$ cat config.mk
export PLATFORM = sky130hd
export DESIGN_NAME = bbp_ctrl
export DESIGN_NICKNAME = d
export VERILOG_FILES = /design/src/rtl/bbp_pkg.sv /design/src/rtl/bbp_ctrl.sv
export SDC_FILE = /design/constraint.sdc
export NUM_CORES = 1
export LEC_CHECK = 0
export BUFFER_PORTS_ARGS = -buffer_cell sky130_fd_sc_hd__buf_2
export CORE_AREA = 2 2 39 41
export CTS_BUF_LIST = sky130_fd_sc_hd__clkbuf_8
export DETAILED_ROUTE_END_ITERATION = 7
export DIE_AREA = 0 0 41 43
export GPL_ROUTABILITY_DRIVEN = 0
export PLACE_DENSITY_LB_ADDON = 0.2
export SLEW_MARGIN = 20
export SYNTH_ARGS = -nofsm -noshare
export SYNTH_HDL_FRONTEND = slang
export SYNTH_SLANG_ARGS = --single-unit
$ cat constraint.sdc
create_clock -name clk -period 1.3 [get_ports clk]
set_input_delay 0.195 -clock clk [delete_from_list [all_inputs] [get_ports clk]]
set_output_delay 0.195 -clock clk [all_outputs]
set_load 0.05 [all_outputs]
$ cat src/rtl/bbp_pkg.sv
// ----------------------------------------------------------------------------
// bbp_pkg
// shared types and constants of the bimodal branch predictor
// ----------------------------------------------------------------------------
`default_nettype none

package bbp_pkg;

  // input word: branch_address [31:0], actual_taken [32], zero pad to 40 bits
  localparam int ADDR_W     = 32;
  localparam int IN_DATA_W  = 40;
  // output word: predicted_taken, prediction_correct, total, correct
  localparam int COUNT_W    = 32;
  localparam int OUT_DATA_W = 72;

  // configuration registers
  localparam int CFG_IDX_W  = 2;
  localparam int CFG_DATA_W = 4;
  localparam logic [CFG_IDX_W-1:0] CFG_COUNTER_BITS    = 2'd0;
  localparam logic [CFG_IDX_W-1:0] CFG_TABLE_SIZE_LOG2 = 2'd1;
  localparam logic [CFG_DATA_W-1:0] COUNTER_BITS_RST    = 4'd2;
  localparam logic [CFG_DATA_W-1:0] TABLE_SIZE_LOG2_RST = 4'd11;

  // masked address width covers every table_size_log2 a 4-bit register holds
  localparam int MASK_W = 16;

  typedef enum logic [1:0] {
    ST_CLEAR,
    ST_IDLE,
    ST_UPDATE
  } state_t;

  typedef struct packed {
    logic clr_step;
    logic accept;
    logic update;
  } cmd_t;

  typedef struct packed {
    logic clr_last;
  } status_t;

endpackage

`default_nettype wire

$ cat src/rtl/bbp_ctrl.sv
// ----------------------------------------------------------------------------
// bbp_ctrl
// controller: clearing sweep, accept, update and output handshake
// ----------------------------------------------------------------------------
`default_nettype none

module bbp_ctrl (
  input  wire logic              clk,
  input  wire logic              rst_n,
  input  wire logic              in_tvalid,
  output logic                   in_tready,
  output logic                   out_tvalid,
  input  wire logic              out_tready,
  input  wire bbp_pkg::status_t  status,
  output bbp_pkg::cmd_t          cmd
);

  bbp_pkg::state_t state_r, state_nxt;
  logic            out_valid_r, out_valid_nxt;

  always_ff @(posedge clk) begin
    if (!rst_n) begin
      state_r     <= bbp_pkg::ST_CLEAR;
      out_valid_r <= 1'b0;
    end else begin
      state_r     <= state_nxt;
      out_valid_r <= out_valid_nxt;
    end
  end

  always_comb begin
    state_nxt     = state_r;
    cmd           = '0;
    in_tready     = 1'b0;
    out_valid_nxt = out_valid_r & ~out_tready;
    case (state_r)
      bbp_pkg::ST_CLEAR: begin
        cmd.clr_step = 1'b1;
        if (status.clr_last) begin
          state_nxt = bbp_pkg::ST_IDLE;
        end
      end
      bbp_pkg::ST_IDLE: begin
        in_tready = 1'b1;
        if (in_tvalid) begin
          cmd.accept = 1'b1;
          state_nxt  = bbp_pkg::ST_UPDATE;
        end
      end
      bbp_pkg::ST_UPDATE: begin
        if (!out_valid_r || out_tready) begin
          cmd.update    = 1'b1;
          out_valid_nxt = 1'b1;
          state_nxt     = bbp_pkg::ST_IDLE;
        end
      end
      default: begin
        state_nxt = bbp_pkg::ST_CLEAR;
      end
    endcase
  end

  assign out_tvalid = out_valid_r;

endmodule

`default_nettype wire

==> impl_metrics.py, run 1 <==
metrics = {
    "sta": {
        "tightest_slew_ns": 0.2483,
        "slew_headroom_pct": 83.56,
        "period_share_pct": 94.82,
        "rsz0062_at_grt": "false",
        "timing.hold.ws_ns": 0.2256,
        "fmax_ghz": 0.8113,
        "tns_ns": 0,
        "skew_ns": 0.0005747,
        "setup_violations": 0,
        "min_period_ns": 1.233,
        "final_max_slew_viol_count": 0,
        "hold_viol": 0,
        "fin_ws_ns": 0.06738,
    },
    "route": {
        "drtIter0Drc": 3,
        "drc": 0,
        "wl_um": 362,
        "vias": 149,
        "viasPerCell": 3.386,
        "drtPass1Iterations": 3,
        "final_antenna_net_count": 0,
        "wl_per_cell_um": 8.227,
    },
    "worst_setup_path": {
        "crit_fanout": 5,
        "cp_data_required_time_ns": 1.11,
        "end_kind": "output port",
        "crit_arrival_ns": 1.04,
        "crit_type": "register to output port",
        "cp-start-kind": "register",
    },
    "synth": {
        "syn_avg_cell_area_sq_um": 9.509,
        "synth_cell_types": 9,
        "syn_nets": 20,
        "syn_area_sq_um": 142.6,
        "synth_warnings": 0,
        "ys_seq_elements": 3,
        "synth_seq_area_share_pct": 42.11,
        "syn_inst": 15,
    },
    "cts": {
        "cts-htree-levels": 1,
        "post_cts_buffers": 0,
        "cts_made_buffers": 3,
        "clock_sinks": 3,
        "clockBufferDepth": 2,
        "path_clk_slew_ns": 0.03,
        "postCtsHoldBufs": 0,
        "cts_root_buf": "clkbuf_8",
        "cts_tree": "done",
        "clkLatencyLatePin_ns": 0.21,
    },
    "final_layout": {
        "nFillCells": 166,
        "final_cell_mix": "buf_2, nor2_1, clkbuf_8",
        "drive_gt1_share_pct": 64.29,
        "nets": 34,
        "multi_input_area_sq_um": 92.59,
        "diodes": 0,
        "layout_commonest_cell": "buf_2",
        "seq_area_sq_um": 62.56,
        "area_growth_pct": 92.11,
        "design_area_sq_um": 274.0,
    },
    "place": {
        "hpwl_um": 274.2,
        "pre_cts_ws_ns": 0.1854,
        "numPortBuffers": 9,
        "dpl_cell_area_sq_um": 217.7,
    },
    "floorplan": {
        "initial_utilization_pct": 10.31,
        "core_region_area_sq_um": 1384,
        "die_h_um": 43,
        "die-area_sq_um": 1763,
        "die_width_um": 41,
        "rows": 14,
        "io_pins": 10,
    },
    "pwr": {
        "pwr-share-clk_pct": 58.2,
        "leakage_uw": 0.0001296,
        "p_switching_uw": 120.3,
        "seq_power_share_pct": 23.3,
        "p_int_uw": 330.3,
        "powerDensity_nw_per_um2": 1644,
        "ir_drop_mv": 0.3517,
        "swShare_pct": 26.69,
        "pwr-share-comb_pct": 18.5,
    },
    "hold_path": {
        "hp-class": "primary input to register",
    },
    "grt": {
        "grt_antenna_before_repair": 0,
        "grt_pass1_vias": 161,
        "overflow": 0,
        "grt_max_degree": 6,
        "grtUsageTotal_pct": 6.112,
        "grt_pass1_wl_um": 641,
    },
    "run": {
        "cap_violations": 0,
    },
    "status": {
        "outcome": "finished clean",
    },
}
-- flip-flops by register name, indices dropped and copies added (netlist names) --
signal	flops
state_r	2
out_tvalid	1
-- final cells by class --
type	count	area share [%]
Clock buffer	3	15.07
Sequential cell	3	22.83
Multi-Input combinational cell	12	33.79
Tap cell	16	7.306
Clock inverter	1	1.370
Timing Repair Buffer	9	19.63
-- power groups by stage --
stage,Sequential (uW),Clock [uW],Combinational (uW)
after CTS,104,275,83.3
after global routing,106,285,88.2
after global placement,104,0,80.8
after floorplan,107,0,59.7
after detailed placement,105,0,81.2
final,105,262,83.5
-- Yosys cell counts (all sizes together) --
cell | number | share of area (%)
a211oi | 1 | 5.3
nand2b | 2 | 11
nor2b | 2 | 12
a21boi | 1 | 5.3
and2 | 1 | 6.1
dfxtp | 3 | 42
o21a | 2 | 11
nor2 | 3 | 7.9
-- critical path, cell delays in order (launching register included) --
cell and delay (ns):
dfxtp_2 0.33, nand2b_2 0.21, nor2b_4 0.13, buf_6 0.16
-- stage by stage --
stage	total power, uW	instances	utilization, %
after floorplan	166.9	15	-
after global placement	185.2	40	15.73
after detailed placement	186.2	40	15.73
after CTS	461.8	44	19.35
after global routing	479.3	44	19.80
final	450.6	44	19.80
-- final timing paths --
check	startpoint	to	slack [ns]	cells after the start
worst max-delay path	state_r[0]	cmd[0]	0.07	3
worst max register to register	state_r[0]	state_r[1]	0.41	3
worst min register to register	out_tvalid	out_tvalid	0.54	2
worst min-delay path	rst_n	state_r[0]	0.23	2
-- routing by layer --
| layer | vias to the layer above | global-route usage (%) | part of all wire [%] |
|---|---|---|---|
| li1 | 76 | - | - |
| met1 | 61 | 7.029 | 48 |
| met2 | 12 | 5.313 | 34 |
| met3 | 0 | 5.236 | 17 |
| met4 | 0 | 8.000 | 0 |
| met5 | - | 0 | 0 |
-- cells by family (layout without fill, tap and decap cells) --
family	after synthesis	in the layout	synth area share, %
and+or+nand+nor	8	8	36.85
buffers and inverters	0	13	0
AOI/OAI and AO/OA	4	4	21.05
DFF	3	3	42.11
-- repair_timing --
item,4_1_cts,5_1_grt
endpoints found under the hold margin,0,0
gates resized for setup,2,3
endpoints found under the setup margin,2,2
Power figures use the tool's default switching activity.
==> inputs of run 2 (changes only) <==
--- a/config.mk
+++ b/config.mk
@@ -11,7 +11,7 @@
 export DETAILED_ROUTE_END_ITERATION = 7
 export DIE_AREA = 0 0 41 43
 export GPL_ROUTABILITY_DRIVEN = 0
-export PLACE_DENSITY_LB_ADDON = 0.2
+export PLACE_DENSITY = 0.35
 export SLEW_MARGIN = 20
 export SYNTH_ARGS = -nofsm -noshare
 export SYNTH_HDL_FRONTEND = slang
==> run 2 against run 1 <==
Net effect:
- cell area up 1.4%
- worst setup slack worse by 0.0037 ns
- highest routed layer is now met4
- non-clock buffer count unchanged
- critical endpoint unchanged
- first-iteration DRC count down 33%
- sequential cell count unchanged
==> impl_metrics.py, run 2 (synthesis results as in run 1) <==
metrics = {
    "sta": {
        "setup_violations": 0,
        "final_max_slew_viol_count": 0,
        "slew_headroom_pct": 83.27,
        "period_share_pct": 95.10,
        "tns_ns": 0,
        "rsz0062_at_grt": "false",
        "fmax_ghz": 0.8088,
        "tightest_slew_ns": 0.2526,
        "hold_viol": 0,
        "min_period_ns": 1.236,
        "timing.hold.ws_ns": 0.2237,
        "skew_ns": 0.001615,
    },
    "worst_setup_path": {
        "cp_data_required_time_ns": 1.11,
        "cp-start-kind": "register",
        "crit_arrival_ns": 1.04,
        "crit_fanout": 5,
        "r2r_cells": 3,
        "end_kind": "output port",
        "rr_endpoint": "state_r[1]",
        "crit_type": "register to output port",
        "r2r_start": "state_r[0]",
        "endpoint": "cmd[0]",
        "crit_start": "state_r[0]",
        "r2r_setup_slack_ns": 0.41,
    },
    "hold_path": {
        "worstHoldStart": "rst_n",
        "hp-class": "primary input to register",
    },
    "floorplan": {
        "rows": 14,
        "die-area_sq_um": 1763,
        "core_region_area_sq_um": 1384,
        "die_width_um": 41,
        "io_pins": 10,
        "initial_utilization_pct": 10.31,
        "die_h_um": 43,
    },
    "final_layout": {
        "final_cell_mix": "buf_2, nor2_1, clkbuf_8",
        "drive_gt1_share_pct": 64.29,
        "largest_register_ffs": 2,
        "finalNonFillerCells": 44,
        "nets": 34,
        "area_growth_pct": 94.74,
        "diodes": 0,
        "max_flop_register": "state_r",
        "layout_commonest_cell": "buf_2",
    },
    "place": {
        "dp_cells": 40,
        "numPortBuffers": 9,
    },
    "route": {
        "wl_um": 381,
        "viasPerCell": 3.636,
        "drc": 0,
        "final_antenna_net_count": 0,
        "wl_per_cell_um": 8.659,
        "drtIter0Drc": 2,
        "vias": 160,
        "drtPass1Iterations": 2,
    },
    "grt": {
        "grtUsageTotal_pct": 6.820,
        "overflow": 0,
        "grt_max_degree": 6,
        "grt_antenna_before_repair": 0,
        "grt_pass1_wl_um": 676,
        "grt_pass1_vias": 160,
    },
    "run": {
        "cap_violations": 0,
    },
    "cts": {
        "cts-htree-levels": 1,
        "post_cts_buffers": 0,
        "cts_made_buffers": 3,
        "clock_sinks": 3,
        "cts_root_buf": "clkbuf_8",
        "path_clk_slew_ns": 0.03,
        "clkLatencyLatePin_ns": 0.22,
        "cts_tree": "done",
        "clockBufferDepth": 2,
        "postCtsHoldBufs": 0,
    },
    "pwr": {
        "ir_drop_mv": 0.2938,
        "total_power_uw": 454.1,
        "powerDensity_nw_per_um2": 1635,
        "leakage_uw": 0.0001305,
    },
    "status": {
        "outcome": "finished clean",
    },
}
==> run 2: cell counts in the layout (fill, tap and decap cells not counted) <==
No cell type changed its count.
==> run 2: worst min-delay path by stage <==
stage / endpoint / slack [ns] / depth (start not counted)
6_report: state_r[1] / 0.22 / 2
5_1_grt: state_r[1] / 0.24 / 2
4_1_cts: state_r[1] / 0.22 / 2
3_5_place_dp: state_r[1] / 0.44 / 2
3_3_place_gp: state_r[1] / 0.44 / 2
2_1_floorplan: state_r[1] / 0.31 / 1
==> run 2: timing repair <==
item                                    in CTS  in global routing
cloned                                       0                  0
endpoints found under the setup margin       2                  2
resized for setup                            3                  3
==> run 2: area by class of cell <==
cell class | instances | area (sq um)
clock buffer | 3 | 41.29
clock inverter | 1 | 3.754
fill | 156 | 1106
multi-input combinational | 12 | 92.59
sequential | 3 | 62.56
tap | 16 | 20.02
timing repair buffer | 9 | 57.56
==> run 2: layer usage <==
layer	track usage [%]	vias to the layer above	routed length, um
met3	6.283	4	69
met1	7.692	67	163
met4	8.000	0	19
met2	6.250	12	129
met5	0	-	0
li1	-	77	-
==> run 2: stage by stage <==
step           util [%]  area (sq um)  setup slack [ns]
3_5_place_dp      15.73         217.7            0.1758
3_3_place_gp      15.73         217.7            0.1912
2_1_floorplan         -         152.6           0.04617
6_report          20.07         277.8           0.06365
5_1_grt           20.07         277.8          0.008069
4_1_cts           19.62         271.5          0.006698
==> run 2: power by group <==
part / total [uW] / switching [uW] / leakage [uW] / internal (uW)
Sequential: 105 / 5.82 / 0.0000253 / 99.0
Clock: 263 / 62.4 / 0.0000269 / 201
Combinational: 85.8 / 54.2 / 0.0000783 / 31.6
Total: 454 / 122 / 0.000130 / 332
==> run 2: critical path: stages, from the launching register on <==
cell and delay [ns]:
dfxtp_2 0.32, nand2b_2 0.20, nor2b_4 0.13, buf_6 0.16
==> inputs of run 3 (changes only) <==
--- a/config.mk
+++ b/config.mk
@@ -5,13 +5,15 @@
 export SDC_FILE = /design/constraint.sdc
 export NUM_CORES = 1
 export LEC_CHECK = 0
+export ABC_AREA = 1
 export BUFFER_PORTS_ARGS = -buffer_cell sky130_fd_sc_hd__buf_2
 export CORE_AREA = 2 2 39 41
 export CTS_BUF_LIST = sky130_fd_sc_hd__clkbuf_8
 export DETAILED_ROUTE_END_ITERATION = 7
 export DIE_AREA = 0 0 41 43
 export GPL_ROUTABILITY_DRIVEN = 0
-export PLACE_DENSITY = 0.35
+export MAX_ROUTING_LAYER = met4
+export PLACE_DENSITY = 0.36
 export SLEW_MARGIN = 20
 export SYNTH_ARGS = -nofsm -noshare
 export SYNTH_HDL_FRONTEND = slang
==> run 3 against run 2 <==
Net effect:
- clock power about the same
- clock-buffer cell count is the same
- sequential power about the same
- critical path depth did not move
- non-clock buffer count stayed put
- first-iteration DRC count did not move
- area after synthesis is 8.8% higher
- sequential cell count did not move
- utilization is 0.72 points higher
- largest cell class unchanged
- largest power group unchanged
- highest routed layer is now met3
==> impl_metrics.py, run 3 <==
metrics = {
    "synth": {
        "netlist.area_leader.share_pct": 38.71,
        "synth_cell_types": 12,
        "syn_inst": 23,
        "async_flop_share_pct": 0,
        "synth-edff-count": 0,
        "synth_seq_area_share_pct": 38.71,
        "ys_seq_elements": 3,
        "syn_avg_cell_area_sq_um": 6.746,
        "yosys.area.top_type": "dfxtp_1",
        "synth_common_cells": "inv_1, nand2_1, dfxtp_1, nor2_1, nor2_2",
        "synth.most_common_cell": "inv_1",
        "synth_top_cells_by_area": "dfxtp_1, inv_1, nand2_1",
        "yosys_most_used_dff": "dfxtp_1",
        "syn_nets": 28,
        "syn_area_sq_um": 155.1,
        "synth_warnings": 0,
    },
    "final_layout": {
        "design_area_sq_um": 287.8,
        "nets": 42,
        "largest_register_ffs": 2,
        "nFillCells": 170,
        "layout_commonest_cell": "buf_2",
        "final_cell_mix": "buf_2, inv_1, nand2_1, nor2_2, clkbuf_8",
        "drive_gt1_share_pct": 58.33,
        "area_growth_pct": 85.48,
        "diodes": 0,
        "max_flop_register": "state_r",
    },
    "worst_setup_path": {
        "crit_arrival_ns": 1.04,
        "slowest_stage": "dfxtp_1",
        "r2r_start": "out_tvalid",
        "max_stage_delay_ns": 0.36,
        "cp-start-kind": "register",
        "cp_data_required_time_ns": 1.11,
        "r2r_cells": 5,
        "r2r_setup_slack_ns": 0.42,
        "crit_type": "register to output port",
        "rr_endpoint": "state_r[0]",
        "cp_cell_sequence": "inv_2, nor3_4, buf_4",
        "crit_fanout": 4,
        "end_kind": "output port",
    },
    "sta": {
        "hold_viol": 0,
        "final_max_slew_viol_count": 0,
        "tns_ns": 0,
        "skew_ns": 0.001599,
        "period_share_pct": 95.12,
        "rsz0062_at_grt": "false",
        "timing.hold.ws_ns": 0.2274,
        "fmax_ghz": 0.8087,
        "setup_violations": 0,
        "slew_headroom_pct": 83.65,
        "tightest_slew_ns": 0.2470,
        "min_period_ns": 1.237,
    },
    "cts": {
        "clockBufferDepth": 2,
        "clkLatencyLatePin_ns": 0.22,
        "cts_made_buffers": 3,
        "clock_sinks": 3,
        "path_clk_slew_ns": 0.03,
        "cts_root_buf": "clkbuf_8",
        "cts_tree": "done",
        "postCtsHoldBufs": 0,
        "cts-htree-levels": 1,
    },
    "route": {
        "met1Wirelength_um": 165,
        "met3WireLength_um": 36,
        "routed-wl-met2_um": 192,
        "drtPass1Iterations": 2,
        "wl_per_cell_um": 7.558,
        "viasPerCell": 3.346,
        "final_antenna_net_count": 0,
        "wl_um": 393,
        "vias": 174,
        "drc": 0,
        "topRoutingLayerUsed": "met3",
        "drtIter0Drc": 2,
    },
    "grt": {
        "grt_pass1_wl_um": 593,
        "overflow": 0,
        "grt_max_degree": 7,
        "grt_pass1_vias": 156,
        "grtUsageTotal_pct": 6.282,
        "grt_antenna_before_repair": 0,
    },
    "status": {
        "outcome": "finished clean",
    },
    "hold_path": {
        "hold_end": "out_tvalid",
        "hp-class": "primary input to register",
        "min_path_cells": 2,
        "worstHoldStart": "rst_n",
    },
    "place": {
        "dpl_cell_area_sq_um": 234.0,
        "numPortBuffers": 9,
        "hpwl_um": 312.9,
    },
    "floorplan": {
        "rows": 14,
        "die-area_sq_um": 1763,
        "io_pins": 10,
        "die_h_um": 43,
        "core_region_area_sq_um": 1384,
        "die_width_um": 41,
        "initial_utilization_pct": 11.21,
    },
    "pwr": {
        "ir_drop_mv": 0.3288,
        "powerDensity_nw_per_um2": 1556,
        "total_power_uw": 447.8,
        "leakage_uw": 0.0001524,
    },
    "run": {
        "cap_violations": 0,
    },
}
-- run 3: how the worst max path moves through the flow --
stage	from	depth (start not counted)	slack, ns	endpoint
3_5_place_dp	state_r[0]	3	0.16	cmd[1]
2_1_floorplan	out_tvalid	3	0.02	cmd[0]
5_1_grt	state_r[1]	4	0.01	cmd[1]
6_report	state_r[1]	3	0.06	cmd[0]
4_1_cts	state_r[1]	4	0.02	cmd[1]
3_3_place_gp	state_r[0]	3	0.15	cmd[1]
-- run 3: what timing repair did --
item / in CTS / in global routing
gates resized for setup: 3 / 1
setup endpoints to repair: 2 / 1
setup buffers: 0 / 0
-- run 3: final cells by class --
class                           instances  area, sq um  area share, %
Clock inverter                          1        3.754          1.304
Clock buffer                            3        41.29          14.35
Inverter                                6        22.52          7.826
Sequential cell                         3        61.31          21.30
Multi-Input combinational cell         14        88.84          30.87
Tap cell                               16        20.02          6.957
Timing Repair Buffer                    9        50.05          17.39
-- run 3: stage by stage --
step	setup WS, ns	instances	utilization (%)
4_1_cts	0.01989	52	20.61
2_1_floorplan	0.02247	23	-
3_3_place_gp	0.1534	48	16.91
6_report	0.06341	52	20.80
3_5_place_dp	0.1607	48	16.91
5_1_grt	0.01173	52	20.80
-- run 3: cell families after synthesis --
| group | count (synthesis) | share of synthesized area (%) |
|---|---|---|
| flip-flops | 3 | 38.71 |
| buffers and inverters | 6 | 14.52 |
| AO/OA/AOI/OAI | 3 | 13.71 |
| AND/OR/NAND/NOR | 11 | 33.06 |
-- run 3: where the power goes --
group | total, uW | internal, uW | switching (uW)
logic | 78.3 | 22.7 | 55.5
registers | 106 | 98.4 | 7.52
clock network | 264 | 201 | 62.6
-- run 3: per-layer routing --
| layer | vias up | global-route usage, % |
|---|---|---|
| met5 | - | - |
| met4 | 0 | 6.000 |
| met3 | 0 | 6.283 |
| met2 | 7 | 7.187 |
| met1 | 74 | 5.484 |
| li1 | 93 | - |
-- run 3: critical path: cells and delay by family (launching register included) --
family | cells | cell delay, ns
and+or+nand+nor | 1 | 0.17
DFF | 1 | 0.36
buffers and inverters | 2 | 0.29
